$ cat src/rtl/twu_pkg.sv
// ----------------------------------------------------------------------------
// twu_pkg
// Shared types, codes and constants for the timestamp wrap unwrapper.
// ----------------------------------------------------------------------------
package twu_pkg;

   // Width of the stored raw counter. It covers the largest modulus (PCR).
   localparam int unsigned RawW = 42;
   localparam int unsigned TsW  = 63;
   localparam int unsigned TbW  = 32;
   localparam int unsigned GenW = 64;
   localparam int unsigned InW  = 64;

   // Counter moduli. The PCR modulus is 2^33 * 300 at 27 MHz.
   localparam logic [RawW-1:0] RTP_MODULUS = RawW'(64'd1 << 32);
   localparam logic [RawW-1:0] PTS_MODULUS = RawW'(64'd1 << 33);
   localparam logic [RawW-1:0] PCR_MODULUS = RawW'((64'd1 << 33) * 64'd300);

   // Configuration register indexes.
   typedef enum logic {
      CSR_COUNTER_KIND = 1'b0,
      CSR_GENERATION   = 1'b1
   } csr_index_type;

   // Counter kinds. The fourth code has no modulus.
   typedef enum logic [1:0] {
      KIND_RTP = 2'd0,
      KIND_PTS = 2'd1,
      KIND_PCR = 2'd2
   } counter_kind_type;

   // Result reasons.
   typedef enum logic [2:0] {
      REASON_NONE      = 3'd0,
      REASON_RANGE     = 3'd1,
      REASON_TIMEBASE  = 3'd2,
      REASON_AMBIGUOUS = 3'd3,
      REASON_BACKWARD  = 3'd4,
      REASON_OVERFLOW  = 3'd5
   } reason_type;

   // Fields of one input item.
   typedef struct packed {
      logic signed [InW-1:0] raw_ticks;
      logic signed [TbW-1:0] tb_num;
      logic signed [TbW-1:0] tb_den;
   } req_item_type;

   // Fields of one result item.
   typedef struct packed {
      logic                  status;
      logic [2:0]            reason;
      logic [TsW-1:0]        unwrapped_ts;
      logic signed [TbW-1:0] out_tb_num;
      logic signed [TbW-1:0] out_tb_den;
      logic [GenW-1:0]       out_generation;
   } rsp_item_type;

   // Tracking state carried from one item to the next.
   typedef struct packed {
      logic            seeded;
      logic [RawW-1:0] last_raw;
      logic [TsW-1:0]  last_unwrapped;
      logic [TbW-1:0]  held_tb_num;
      logic [TbW-1:0]  held_tb_den;
   } track_state_type;

   localparam track_state_type TRACK_CLEAR = '0;

   // Modulus of a counter kind; zero for the unused code.
   function automatic logic [RawW-1:0] modulus_of(input logic [1:0] kind);
      logic [RawW-1:0] m;
      case (kind)
         KIND_RTP: m = RTP_MODULUS;
         KIND_PTS: m = PTS_MODULUS;
         KIND_PCR: m = PCR_MODULUS;
         default:  m = '0;
      endcase
      return m;
   endfunction

endpackage

$ cat src/rtl/twu_if.sv
// ----------------------------------------------------------------------------
// twu_if
// Valid/ready channel interfaces for items, results and register writes.
// ----------------------------------------------------------------------------

// Input item channel.
interface twu_req_if import twu_pkg::*; ();
   logic                  valid;
   logic                  ready;
   logic signed [InW-1:0] raw_ticks;
   logic signed [TbW-1:0] tb_num;
   logic signed [TbW-1:0] tb_den;

   modport source (output valid, output raw_ticks, output tb_num, output tb_den,
                   input ready);
   modport sink   (input valid, input raw_ticks, input tb_num, input tb_den,
                   output ready);
endinterface

// Result item channel.
interface twu_rsp_if import twu_pkg::*; ();
   logic                  valid;
   logic                  ready;
   logic                  status;
   logic [2:0]            reason;
   logic [TsW-1:0]        unwrapped_ts;
   logic signed [TbW-1:0] out_tb_num;
   logic signed [TbW-1:0] out_tb_den;
   logic [GenW-1:0]       out_generation;

   modport source (output valid, output status, output reason, output unwrapped_ts,
                   output out_tb_num, output out_tb_den, output out_generation,
                   input ready);
   modport sink   (input valid, input status, input reason, input unwrapped_ts,
                   input out_tb_num, input out_tb_den, input out_generation,
                   output ready);
endinterface

// Register write channel.
interface twu_csr_if import twu_pkg::*; ();
   logic            valid;
   logic            ready;
   logic            index;
   logic [GenW-1:0] data;

   modport source (output valid, output index, output data, input ready);
   modport sink   (input valid, input index, input data, output ready);
endinterface

$ cat src/rtl/twu_decide.sv
// ----------------------------------------------------------------------------
// twu_decide
// Checks one raw sample against the tracking state and forms the next state.
// ----------------------------------------------------------------------------
module twu_decide import twu_pkg::*; (
   input  logic [1:0]      kind,
   input  req_item_type    item,
   input  track_state_type cur,
   output reason_type      reason,
   output track_state_type nxt
);

   logic [RawW-1:0] modulus;
   logic [RawW-1:0] half;
   logic [RawW-1:0] raw;
   logic            out_of_range;
   logic            num_ok;
   logic            den_ok;
   logic            mismatch;
   logic            ahead;
   logic [RawW-1:0] fwd_diff;
   logic [RawW-1:0] back_diff;
   logic [RawW-1:0] forward;
   logic            ambiguous;
   logic            backward;
   logic [TsW:0]    sum;

   assign modulus = modulus_of(kind);
   assign half    = {1'b0, modulus[RawW-1:1]};
   assign raw     = item.raw_ticks[RawW-1:0];

   // A negative or too large sample is out of range; the unused kind rejects all.
   assign out_of_range = item.raw_ticks[InW-1] || (item.raw_ticks[InW-2:RawW] != '0)
                         || (raw >= modulus);

   // The time base must be positive and match the held one once seeded.
   assign num_ok   = !item.tb_num[TbW-1] && (item.tb_num != '0);
   assign den_ok   = !item.tb_den[TbW-1] && (item.tb_den != '0);
   assign mismatch = cur.seeded && ((item.tb_num != cur.held_tb_num) ||
                                    (item.tb_den != cur.held_tb_den));

   // Distance moved, forward directly or across the wrap.
   assign ahead     = raw >= cur.last_raw;
   assign fwd_diff  = raw - cur.last_raw;
   assign back_diff = cur.last_raw - raw;
   assign forward   = ahead ? fwd_diff : (modulus - back_diff);
   assign ambiguous = ahead ? (fwd_diff == half) : (back_diff == half);
   assign backward  = ahead ? (fwd_diff > half) : (back_diff < half);

   // The sum overflows when it no longer fits in the timestamp width.
   assign sum = {1'b0, cur.last_unwrapped} + (TsW+1)'(forward);

   // Checks in priority order; only a good sample changes the state.
   always_comb begin
      nxt    = cur;
      reason = REASON_NONE;
      if (out_of_range) begin
         reason = REASON_RANGE;
      end else if (!num_ok || !den_ok || mismatch) begin
         reason = REASON_TIMEBASE;
      end else if (!cur.seeded) begin
         nxt.seeded         = 1'b1;
         nxt.last_raw       = raw;
         nxt.last_unwrapped = TsW'(raw);
         nxt.held_tb_num    = item.tb_num;
         nxt.held_tb_den    = item.tb_den;
      end else if (ambiguous) begin
         reason = REASON_AMBIGUOUS;
      end else if (backward) begin
         reason = REASON_BACKWARD;
      end else if (sum[TsW]) begin
         reason = REASON_OVERFLOW;
      end else begin
         nxt.last_raw       = raw;
         nxt.last_unwrapped = sum[TsW-1:0];
      end
   end

endmodule

$ cat src/rtl/timestamp_wrap_unwrapper.sv
// ----------------------------------------------------------------------------
// timestamp_wrap_unwrapper
// Extends a wrapping RTP, PTS/DTS or PCR counter into a 63-bit timestamp.
// ----------------------------------------------------------------------------
//
//   Channel   Direction   Carries
//   req       in          raw_ticks, tb_num, tb_den
//   rsp       out         status, reason, unwrapped_ts, out_tb_num, out_tb_den,
//                         out_generation
//   csr       in          index (0 counter_kind, 1 generation), data
//
// An item is taken into an input register, checked against the tracking state
// and written to the result register; one item is accepted per cycle while the
// result is not stalled. The tracking state is updated in the same cycle an
// item moves into the result register, so a following item sees it; a register
// write in that cycle clears it instead. A stalled result holds the result
// register and the input register fills behind it. Reset clears the valid
// flags, configuration and tracking state; any register write clears tracking state.
//
module timestamp_wrap_unwrapper import twu_pkg::*; (
   input logic        clock,
   input logic        reset,
   twu_req_if.sink    req_chan,
   twu_rsp_if.source  rsp_chan,
   twu_csr_if.sink    csr_chan
);

   logic            stage_valid_ff;
   logic            stage_valid_in;
   req_item_type    stage_item_ff;
   logic            rsp_valid_ff;
   logic            rsp_valid_in;
   rsp_item_type    rsp_item_ff;
   logic [1:0]      kind_ff;
   logic [GenW-1:0] gen_ff;
   track_state_type state_ff;
   track_state_type state_nxt;
   reason_type      reason;
   logic            advance;
   logic            req_take;
   logic            csr_take;

   // Handshake control: the stage moves on whenever the result slot frees up.
   assign advance        = stage_valid_ff && (!rsp_valid_ff || rsp_chan.ready);
   assign req_chan.ready = !stage_valid_ff || advance;
   assign req_take       = req_chan.valid && req_chan.ready;
   assign csr_chan.ready = 1'b1;
   assign csr_take       = csr_chan.valid;

   assign stage_valid_in = req_take || (stage_valid_ff && !advance);
   assign rsp_valid_in   = advance || (rsp_valid_ff && !rsp_chan.ready);

   // Sample check and next tracking state.
   twu_decide u_decide (
      .kind   (kind_ff),
      .item   (stage_item_ff),
      .cur    (state_ff),
      .reason (reason),
      .nxt    (state_nxt)
   );

   // Control registers.
   always_ff @(posedge clock) begin
      if (reset) begin
         stage_valid_ff <= 1'b0;
         rsp_valid_ff   <= 1'b0;
      end else begin
         stage_valid_ff <= stage_valid_in;
         rsp_valid_ff   <= rsp_valid_in;
      end
   end

   // Configuration registers and tracking state.
   always_ff @(posedge clock) begin
      if (reset) begin
         kind_ff  <= KIND_RTP;
         gen_ff   <= '0;
         state_ff <= TRACK_CLEAR;
      end else if (csr_take) begin
         case (csr_chan.index)
            CSR_COUNTER_KIND: kind_ff <= csr_chan.data[1:0];
            CSR_GENERATION:   gen_ff  <= csr_chan.data;
            default:          gen_ff  <= gen_ff;
         endcase
         state_ff <= TRACK_CLEAR;
      end else if (advance) begin
         state_ff <= state_nxt;
      end
   end

   // Input register.
   always_ff @(posedge clock) begin
      if (req_take) begin
         stage_item_ff.raw_ticks <= req_chan.raw_ticks;
         stage_item_ff.tb_num    <= req_chan.tb_num;
         stage_item_ff.tb_den    <= req_chan.tb_den;
      end
   end

   // Result register; the echoed fields reflect the state after this item.
   always_ff @(posedge clock) begin
      if (advance) begin
         rsp_item_ff.status         <= (reason != REASON_NONE);
         rsp_item_ff.reason         <= reason;
         rsp_item_ff.unwrapped_ts   <= state_nxt.last_unwrapped;
         rsp_item_ff.out_tb_num     <= state_nxt.held_tb_num;
         rsp_item_ff.out_tb_den     <= state_nxt.held_tb_den;
         rsp_item_ff.out_generation <= gen_ff;
      end
   end

   assign rsp_chan.valid          = rsp_valid_ff;
   assign rsp_chan.status         = rsp_item_ff.status;
   assign rsp_chan.reason         = rsp_item_ff.reason;
   assign rsp_chan.unwrapped_ts   = rsp_item_ff.unwrapped_ts;
   assign rsp_chan.out_tb_num     = rsp_item_ff.out_tb_num;
   assign rsp_chan.out_tb_den     = rsp_item_ff.out_tb_den;
   assign rsp_chan.out_generation = rsp_item_ff.out_generation;

endmodule
$ cat src/flat_wrapper.sv
// flat-port wrapper written by rule: the top's interface ports become plain ports
module timestamp_wrap_unwrapper_flat import twu_pkg::*;
  (clock, reset, req_chan_valid, req_chan_raw_ticks, req_chan_tb_num, req_chan_tb_den, req_chan_ready, rsp_chan_valid, rsp_chan_status, rsp_chan_reason, rsp_chan_unwrapped_ts, rsp_chan_out_tb_num, rsp_chan_out_tb_den, rsp_chan_out_generation, rsp_chan_ready, csr_chan_valid, csr_chan_index, csr_chan_data, csr_chan_ready);
  twu_req_if req_chan_i ();
  twu_rsp_if rsp_chan_i ();
  twu_csr_if csr_chan_i ();
  input logic clock;
  input logic reset;
  input wire logic [$bits(req_chan_i.valid)-1:0] req_chan_valid;
  input wire logic [$bits(req_chan_i.raw_ticks)-1:0] req_chan_raw_ticks;
  input wire logic [$bits(req_chan_i.tb_num)-1:0] req_chan_tb_num;
  input wire logic [$bits(req_chan_i.tb_den)-1:0] req_chan_tb_den;
  output wire logic [$bits(req_chan_i.ready)-1:0] req_chan_ready;
  output wire logic [$bits(rsp_chan_i.valid)-1:0] rsp_chan_valid;
  output wire logic [$bits(rsp_chan_i.status)-1:0] rsp_chan_status;
  output wire logic [$bits(rsp_chan_i.reason)-1:0] rsp_chan_reason;
  output wire logic [$bits(rsp_chan_i.unwrapped_ts)-1:0] rsp_chan_unwrapped_ts;
  output wire logic [$bits(rsp_chan_i.out_tb_num)-1:0] rsp_chan_out_tb_num;
  output wire logic [$bits(rsp_chan_i.out_tb_den)-1:0] rsp_chan_out_tb_den;
  output wire logic [$bits(rsp_chan_i.out_generation)-1:0] rsp_chan_out_generation;
  input wire logic [$bits(rsp_chan_i.ready)-1:0] rsp_chan_ready;
  input wire logic [$bits(csr_chan_i.valid)-1:0] csr_chan_valid;
  input wire logic [$bits(csr_chan_i.index)-1:0] csr_chan_index;
  input wire logic [$bits(csr_chan_i.data)-1:0] csr_chan_data;
  output wire logic [$bits(csr_chan_i.ready)-1:0] csr_chan_ready;
  assign req_chan_i.valid = req_chan_valid;
  assign req_chan_i.raw_ticks = req_chan_raw_ticks;
  assign req_chan_i.tb_num = req_chan_tb_num;
  assign req_chan_i.tb_den = req_chan_tb_den;
  assign req_chan_ready = req_chan_i.ready;
  assign rsp_chan_valid = rsp_chan_i.valid;
  assign rsp_chan_status = rsp_chan_i.status;
  assign rsp_chan_reason = rsp_chan_i.reason;
  assign rsp_chan_unwrapped_ts = rsp_chan_i.unwrapped_ts;
  assign rsp_chan_out_tb_num = rsp_chan_i.out_tb_num;
  assign rsp_chan_out_tb_den = rsp_chan_i.out_tb_den;
  assign rsp_chan_out_generation = rsp_chan_i.out_generation;
  assign rsp_chan_i.ready = rsp_chan_ready;
  assign csr_chan_i.valid = csr_chan_valid;
  assign csr_chan_i.index = csr_chan_index;
  assign csr_chan_i.data = csr_chan_data;
  assign csr_chan_ready = csr_chan_i.ready;
  timestamp_wrap_unwrapper u_core (.clock(clock), .reset(reset), .req_chan(req_chan_i), .rsp_chan(rsp_chan_i), .csr_chan(csr_chan_i));
endmodule
$ cat config.mk
export PLATFORM = sky130hd
export DESIGN_NAME = timestamp_wrap_unwrapper_flat
export DESIGN_NICKNAME = d
export VERILOG_FILES = /design/src/rtl/twu_pkg.sv /design/src/rtl/twu_if.sv /design/src/rtl/twu_decide.sv /design/src/rtl/timestamp_wrap_unwrapper.sv /design/src/flat_wrapper.sv
export SDC_FILE = /design/constraint.sdc
export NUM_CORES = 1
export LEC_CHECK = 0
export BUFFER_PORTS_ARGS = -buffer_cell sky130_fd_sc_hd__buf_2
export CORE_MARGIN = 2
export CORE_UTILIZATION = 50
export DETAILED_ROUTE_END_ITERATION = 10
export PLACE_DENSITY_LB_ADDON = 0.05
export SLEW_MARGIN = 20
export SYNTH_ARGS = -nofsm -noshare
export SYNTH_HDL_FRONTEND = slang
export SYNTH_HIERARCHICAL = 1
export SYNTH_SLANG_ARGS = --single-unit
export TNS_END_PERCENT = 10
$ cat constraint.sdc
create_clock -name clock -period 8.8 [get_ports clock]
set_clock_uncertainty 0.05 [all_clocks]
set_input_delay 0.44 -clock clock [delete_from_list [all_inputs] [get_ports clock]]
set_output_delay 0.44 -clock clock [all_outputs]
set_load 0.05 [all_outputs]
* Word-level counts from Yosys, hierarchy flattened
Index checks and enable logic that the tools add are counted.
Operators by class: multiplexer cells 17, shift-type cells 0, magnitude comparators 4, reductions and logical operators 34, bitwise operators 3, divide/modulo/power cells 0, multipliers 0, add/sub/neg operators 4, equality and inequality tests 9
Operators by type and width (number):
- 2-to-1 mux 105 bit | 4
- 2-to-1 mux 127 bit | 2
- case mux 42 bit (3 select lines) | 1
- subtractor 42 bit | 3
- == test 42 x 41 -> 1 bit | 2
- >= comparator 42 bit | 2
- adder 63 x 42 -> 64 bit | 1
- 2-to-1 mux 64 bit | 1
- != test 32 bit | 2
- nonzero test 32 bit | 2
- > comparator 42 x 41 -> 1 bit | 1
- less-than comparator 42 x 41 -> 1 bit | 1
- 2-to-1 mux 42 bit | 1
- nonzero test 21 bit | 1
- 2-to-1 mux 3 bit | 6
- logical OR 1 bit | 9
- logical NOT 1 bit | 8
- logical AND 1 bit | 7
- != test 2 bit (second input constant) | 3
- AND reduction 6 bit | 1
- AND reduction 2 bit | 2
- NOT 1 bit | 3
- AND reduction 3 bit | 1
- nonzero test 3 bit | 1
- 5 further kinds | 6
Storage, ports and cells: bits in read-only memories 0, input bits 198, register bits 561, output and inout bits 198, memories 0, word-level logic and storage cells 89, RAM bits 0, latch bits 0

* Depth between registers and ports, before layout
Gate-level depths: netlist (run 1).
depth after elaboration 12, mapped depth 39, gate-level depth less buffers 33

* Cells and area by module
Netlist (run 1), hierarchy kept.
Modules (own cells, without submodules):
- timestamp_wrap_unwrapper | instances 1, area an instance 18492.7 um2, cells each 1397, sequential area each 14463.9 um2
- twu_decide | instances 1, area an instance 13724.4 um2, cells each 2134, sequential area each 0.0 um2

* Least setup slack after synthesis (run 1)
OpenSTA, ideal clock, no wires.
path type register -> register, start reg u_core/stage_item_ff[68] (netlist name), end reg u_core/state_ff[126] (netlist name), arrival time 6832 ps, clock period less this slack 6951 ps, setup time 69 ps, data required time 8681 ps, slack 1849 ps, path buffers 3, cell stages (with the launch flop) 33, cells stage by stage edfxtp_1 inv_1 ha_1 buf_2 and3_4 a41o_1 or3_1 and3_1 nor2_2 o21ai_0 a21oi_1 xnor2_1 ha_1 nor2b_1 o21a_1 o2111a_1 a311oi_1 xnor2_1 o21ai_0 xnor2_1 ha_1 clkbuf_1 and3_1 a31oi_1 o21ai_1 and3_1 or2_0 clkbuf_2 or4_1 or4_1 a21oi_1 nand4_1 o21ai_1
RTL lines:
- start, declared | line timestamp_wrap_unwrapper.sv:30 | req_item_type stage_item_ff;
- end signal, assigned | line timestamp_wrap_unwrapper.sv:87 | state_ff <= state_nxt;
- end, declared | line timestamp_wrap_unwrapper.sv:36 | track_state_type state_ff;

==> results.tsv, run 1 <==
metric	value	unit
status	complete, no violations	
track_usage	33.7	%
layout_commonest_cell	nand2_1	
syn_area_per_cell	9.12	sq um
worstHoldEndpoint	u_core/stage_valid_ff	
clock_path_buffers	3	
drc_errors	0	
max_slew_margin	27.4	%
die_area	0.0665	sq mm
syn_nets	3882	
netlist-cell-type-count	92	
grt_pass1_wl	173000	microns
grt_max_degree	99	
worst-setup-path-type	flip-flop to flip-flop	
path_buf_inv	2	
synth_top_flop_cell	edfxtp_1	
drt-total-wl	116000	microns
detail-route-antenna-nets	0	
final_layout_size_suffix_gt1_share	15.4	%
gp_congestion	1.02	
utilization	60.5	%
crit_family	simple AND/OR/NAND/NOR gates	
synth_area	0.0322	sq mm
cts_setup_buffers	0	
crit_slowest_cell	a211oi_1	
core.rowCount	93	
endpoint_kind	flip-flop	
clk_pin_slew	0.06	ns
synth_edf_count	323	
reg2reg_slack	0.46	ns
reg2reg_from	u_core/stage_item_ff[68]	
vias_per_cell	6.08	
seq_area_frac_synth	44.9	%
core_area	0.0641	sq mm
synth_warnings	6	
nets	4367	
finalMaxSlewViolations	0	
grt_pass1_vias	28366	
syn-instance-count	3531	
cts_tree	yes	
setup_viol	0	
clkLatencyLatePin	0.65	ns
total_power	6.53	mW
crit_top_cell	o21ai_1	
htreeDepth	2	
power_density	168	mW/mm^2
r2r_end	u_core/state_ff[82]	
clockRootBuffer	clkbuf_16	
hp-start	req_chan_valid	
hold_ws	0.0221	ns
r2r_cells	30	
cts.sinks	561	
post-route-period-util	94.7	%
ys_ff_latch	561	
port_buffers	394	
synthArstFlopShare	0	%
grt_overflow_total	0	
hold_depth	3	
finalCriticalPeriod	8.34	ns
detail_route.iter0.violations	3753	
cts_buffers	61	
worst_pin_slew	1.09	ns
layout_common_cells	644 x nand2_1, 394 x buf_2, 323 x edfxtp_1, 242 x nand4_1, 236 x dfxtp_1	
timing.setup.tns	0	ns
finalHoldViolations	0	
vdd_ir_drop_max	0.167	mV
rsz0062_at_grt	no	
die_w	258	microns
critPathMaxFanout	18	
critPathRequiredTime	9.33	ns
first_pass_iters	8	
initial_core_util	50.2	%
dp_hpwl	83600	microns
fmax	120	MHz
die_y	258	microns
cp-start-kind	flip-flop	
io_pins	396	
max_cap_violations	0	
wire_per_inst	23.6	microns
p_leak	15.2	nW
max_stage_delay	0.66	ns
n_fill_cell	5445	
vias	29968	
syn2layout_area_growth	20.4	%
arrival	8.87	ns
hold_path.class	primary input to flip-flop	
antenna_found_initial	8	
-- Yosys cell counts (28+ instances only) --
library cell / n / area share, %
nand2_1: 645 / 7.5
o21ai_0: 99 / 1.5
a21o_1: 52 / 1.2
ha_1: 150 / 5.8
xor2_1: 43 / 1.2
xnor2_1: 179 / 4.9
dfxtp_1: 238 / 15
buf_2: 84 / 1.3
nor2_1: 108 / 1.3
inv_1: 150 / 1.7
clkbuf_1: 105 / 1.2
nand3_1: 48 / 0.75
nor4_1: 43 / 0.83
nand4_1: 242 / 4.7
o22ai_1: 28 / 0.54
o21a_1: 37 / 0.86
o21ai_1: 197 / 3.1
a21oi_1: 232 / 3.6
nor3_1: 53 / 0.82
mux2i_1: 75 / 2.3
edfxtp_1: 323 / 30
-- worst max-delay path by stage --
stage	start	end	slack, ns	cells past startpoint
after detailed placement	u_core/stage_item_ff[69]	u_core/state_ff[64]	0.62	32
after CTS	u_core/stage_item_ff[69]	u_core/state_ff[82]	0.54	30
after global routing	u_core/stage_item_ff[68]	u_core/state_ff[82]	0.01	30
final	u_core/stage_item_ff[68]	u_core/state_ff[82]	0.46	30
after global placement	u_core/stage_item_ff[69]	u_core/state_ff[68]	0.68	32
after floorplan	u_core/stage_item_ff[68]	u_core/state_ff[126]	1.85	32
-- state kept, by name (all words and copies together), names as in the netlist --
| signal | count |
|---|---|
| u_core/gen_ff | 64 |
| u_core/kind_ff | 2 |
| u_core/rsp_chan.out_generation | 64 |
| u_core/rsp_chan.out_tb_den | 32 |
| u_core/rsp_chan.out_tb_num | 32 |
| u_core/rsp_chan.reason | 3 |
| u_core/rsp_chan.status | 1 |
| u_core/rsp_chan.unwrapped_ts | 63 |
| u_core/rsp_chan.valid | 1 |
| u_core/stage_item_ff | 128 |
| u_core/stage_valid_ff | 1 |
| u_core/state_ff | 170 |
-- area by class of cell --
| cell class | instances | area, sq um | share of cell area [%] |
|---|---|---|---|
| Multi-Input combinational cell | 2593 | 16200 | 41.8 |
| Timing Repair Buffer | 647 | 4390 | 11.3 |
| Sequential cell | 561 | 14500 | 37.3 |
| Clock buffer | 77 | 1680 | 4.32 |
| Tap cell | 855 | 1070 | 2.76 |
| Inverter | 152 | 571 | 1.47 |
| Antenna cell | 2 | 5.00 | 0.0129 |
| Clock inverter | 38 | 407 | 1.05 |
-- where the power goes --
| group | switching [mW] | internal [mW] | total [mW] |
|---|---|---|---|
| clock network | 1.11 | 1.55 | 2.66 |
| registers | 0.0617 | 2.86 | 2.92 |
| logic | 0.628 | 0.320 | 0.948 |
| total | 1.80 | 4.73 | 6.53 |
-- worst reg2reg max path: cells and delay by family (launching register included) --
family | cells | cell delay [ns]
buf+inv | 2 | 0.54
xor+xnor | 1 | 0.15
compound gates | 12 | 2.88
flops | 1 | 0.45
fa+ha+maj | 2 | 0.77
simple gates | 12 | 3.17
mux | 1 | 0.27
-- layer usage --
layer	wire, microns	vias up	track usage [%]	part of all wire (%)
li1	-	13795	-	-
met1	49800	14456	47.2	43
met2	52500	1510	53.1	45
met3	9380	203	5.05	8.1
met4	4280	4	11.9	3.7
met5	24	-	0	0.021
-- what timing repair did --
action                     4_1_cts  5_1_grt
resized for setup                0        9
hold buffers                   174        0
hold endpoints to repair       174        0
setup endpoints to repair        0       63
-- per-stage QoR --
stage / area (sq um) / instances / worst slack, ns
floorplan: 32200 / 3531 / 1.85
global placement: 34900 / 4634 / 0.679
detailed placement: 34900 / 4634 / 0.617
CTS: 38700 / 4923 / 0.538
global route: 38800 / 4925 / 0.0126
finish: 38800 / 4925 / 0.464
-- logic make-up (layout without fill, tap and decap cells) --
kind of cell    after synthesis  after routing  synth area share (%)
buf+inv                     377            914                  5.10
xor+xnor                    222            222                  6.04
compound gates              849            849                  16.3
flops                       561            561                  44.9
other cells                   1              3                0.0116
simple gates               1288           1288                  19.2
mux                          80             80                  2.50
fa+ha+maj                   153            153                  6.01
No activity file was read; power rests on OpenSTA's default activity.
==> inputs of run 2 (changes only) <==
SYNTH_HIERARCHICAL = unset   (was 1)
==> results.tsv, run 2 <==
metric	value	unit	change
status	complete, no violations		unchanged
vias	29496		was 29968
vdd_ir_drop_max	0.157	mV	was 0.167 mV
netlist-cell-type-count	81		was 92
combinationalPowerShare	15.0	%	was 14.5%
die_w	255	microns	was 258 microns
ys_ff_latch	561		unchanged
synth_warnings	0		was 6
synth_area_leader_cell	edfxtp_1		unchanged
critPathMaxFanout	23		was 18
gp_congestion	0.953		was 1.02
power_density	171	mW/mm^2	was 168 mW/mm^2
synth_area	0.0315	sq mm	was 0.0322 sq mm
clockRootBuffer	clkbuf_16		unchanged
multi_input_area	0.0159	sq mm	was 0.0162 sq mm
hold_ws	0.0220	ns	was 0.0221 ns
endpoint_kind	flip-flop		unchanged
synth_top_flop_cell	edfxtp_1		unchanged
setup_viol	0		unchanged
rsz0062_at_grt	no		unchanged
detail_route.iter0.violations	2911		was 3753
first_pass_iters	6		was 8
yosysMostFrequentCell	nand2_1		unchanged
drt-total-wl	112000	microns	was 116000 microns
clock_path_buffers	3		unchanged
cts_tree	yes		unchanged
synth_edf_count	323		unchanged
timing.setup.tns	0	ns	unchanged
syn-instance-count	3449		was 3531
crit_slowest_cell	o41ai_1		was a211oi_1
clkLatencyLatePin	0.66	ns	was 0.65 ns
grt_overflow_total	0		unchanged
n_antenna_cell	0		was 2
grt_max_degree	112		was 99
hold_path.class	primary input to flip-flop		unchanged
final_area	0.0389	sq mm	was 0.0388 sq mm
worst_pin_slew	1.09	ns	about the same
dpl-instance-area	0.0348	sq mm	was 0.0349 sq mm
syn_area_per_cell	9.13	sq um	was 9.12 sq um
port_buffers	394		unchanged
wire_per_inst	22.8	microns	was 23.6 microns
p_int	4.82	mW	was 4.73 mW
cts.sinks	561		unchanged
antenna_found_initial	1		was 8
max_flop_register	u_core.state_ff		was u_core/state_ff
n_fill_cell	5195		was 5445
max_slew_margin	27.1	%	was 27.4%
syn2layout_area_growth	23.6	%	was 20.4%
max_cap_violations	0		unchanged
die_area	0.0650	sq mm	was 0.0665 sq mm
detail-route-antenna-nets	0		unchanged
vias_per_cell	6.00		was 6.08
seq_area_frac_synth	45.9	%	was 44.9%
p_leak	15.2	nW	about the same
finalHoldViolations	0		unchanged
worst-setup-path-type	flip-flop to flip-flop		unchanged
max_stage_delay	0.64	ns	was 0.66 ns
htreeDepth	2		unchanged
core_area	0.0626	sq mm	was 0.0641 sq mm
pwr-share-seq	44.1	%	was 44.7%
initial_core_util	50.3	%	was 50.2%
io_pins	396		unchanged
seq_area	0.0145	sq mm	about the same
power.net_switching	1.83	mW	was 1.80 mW
dp_hpwl	79300	microns	was 83600 microns
fmax	119	MHz	was 120 MHz
clk_pin_slew	0.07	ns	was 0.06 ns
layout_commonest_cell	nand2_1		unchanged
track_usage	33.3	%	was 33.7%
largest_register_ffs	170		unchanged
critPathRequiredTime	9.31	ns	was 9.33 ns
finalMaxSlewViolations	0		unchanged
synthArstFlopShare	0	%	unchanged
reg_top3	u_core.state_ff (170), u_core.stage_item_ff (128)		was u_core/state_ff (170), u_core/stage_item_ff (128)
cts_buffers	59		was 61
layout_common_cells	698 x nand2_1, 394 x buf_2, 345 x a21oi_1, 323 x edfxtp_1, 237 x dfxtp_1		was 644 x nand2_1, 394 x buf_2, 323 x edfxtp_1, 242 x nand4_1, 236 x dfxtp_1
die_y	255	microns	was 258 microns
swShare	27.5	%	about the same
drc_errors	0		unchanged
synthTopCellsByArea	edfxtp_1 31%, dfxtp_1 15%, nand2_1 8.3%		was edfxtp_1 30%, dfxtp_1 15%, nand2_1 7.5%
post-route-period-util	95.3	%	was 94.7%
synth.top_cell.area_share	30.8	%	was 30.1%
nets	4374		was 4367
syn_nets	3800		was 3882
pwr-share-clk	40.9	%	was 40.8%
cp-start-kind	flip-flop		unchanged
grt_pass1_wl	167000	microns	was 173000 microns
grt_pass1_vias	28594		was 28366
arrival	8.89	ns	was 8.87 ns
finalCriticalPeriod	8.38	ns	was 8.34 ns
core.rowCount	92		was 93
final_layout_size_suffix_gt1_share	16.9	%	was 15.4%
synth_commonest_cells	699 x nand2_1, 347 x a21oi_1, 323 x edfxtp_1		was 645 x nand2_1, 323 x edfxtp_1, 242 x nand4_1
## run 2: cell count changes after synthesis, moves of 37 or more
cell,change
buf_2,-63
nand4_1,-175
a31oi_1,+50
o21ai_0,+37
clkbuf_1,+37
a21oi_1,+115
o221a_2,+39
o22ai_1,+57
o21ai_1,-190
nand2_1,+54
## run 2: cell type report
class	count	share of cell area [%]
multi-input cells	2567	40.8
flip-flops and latches	561	37.2
repair buffers	700	12.6
clock buffers	73	4.06
well taps	846	2.72
clock inverters	39	1.39
inverters	134	1.31
## run 2: worst paths after layout
check	from	end	slack [ns]	cells after the start
worst min-delay path	csr_chan_data[55]	u_core.gen_ff[55]	0.02	3
worst max register to register	u_core.stage_item_ff[64]	u_core.state_ff[124]	0.42	32
worst max-delay path	u_core.stage_item_ff[64]	u_core.state_ff[124]	0.42	32
worst min register to register	u_core.gen_ff[12]	u_core.rsp_chan.out_generation[12]	0.38	0
## run 2: logic make-up (layout without fill, tap and decap cells)
kind of cell / after synthesis / after routing / share of synthesized area, %
muxes: 56 / 56 / 1.79
adders and majority gates: 153 / 153 / 6.15
AOI/OAI and AO/OA: 933 / 933 / 18.7
buffers and inverters: 321 / 946 / 3.97
and+or+nand+nor: 1206 / 1206 / 17.4
DFF: 561 / 561 / 45.9
xor gates and xnor gates: 218 / 218 / 6.06
other: 1 / 1 / 0.0119
## run 2: power groups by stage
stage          combinational, mW  sequential [mW]  clock (mW)
6_report                   0.994             2.93        2.72
3_5_place_dp               0.898             2.98           0
5_1_grt                     1.06             2.94        2.84
4_1_cts                    0.970             2.93        2.75
2_1_floorplan              0.454             3.12           0
3_3_place_gp               0.889             2.98           0
## run 2: worst max-delay path: cells and delay by family, from the launching register on
kind	cells	cell delay (ns)
compound gates	12	3.34
xor+xnor	1	0.10
fa+ha+maj	3	0.91
buf+inv	6	0.94
flops	1	0.54
simple gates	10	2.36
## run 2: metrics by stage
| stage | total power, mW | utilization [%] | cells | setup WS, ns |
|---|---|---|---|---|
| floorplan | 3.58 | - | 3449 | 1.36 |
| global placement | 3.87 | 55.5 | 4610 | 0.180 |
| detailed placement | 3.88 | 55.5 | 4611 | 0.00605 |
| CTS | 6.65 | 62.0 | 4915 | 0.151 |
| global route | 6.84 | 62.2 | 4920 | 0.0105 |
| finish | 6.64 | 62.2 | 4920 | 0.418 |
## run 2: timing repair
item	CTS	global route
resized for setup	1	9
pin swaps	0	1
endpoints found under the hold margin	192	0
setup buffers	0	4
hold buffers	192	0
endpoints found under the setup margin	6	30
## run 2: metal layers
metal | global-route usage, % | part of all wire (%) | vias to the layer above | routed length (microns)
met1 | 45.0 | 42 | 14157 | 47200
met4 | 11.4 | 3.6 | 2 | 4000
met2 | 53.4 | 46 | 1447 | 51500
li1 | - | - | 13630 | -
met3 | 6.41 | 8.4 | 260 | 9390
met5 | 0 | 0.011 | - | 12
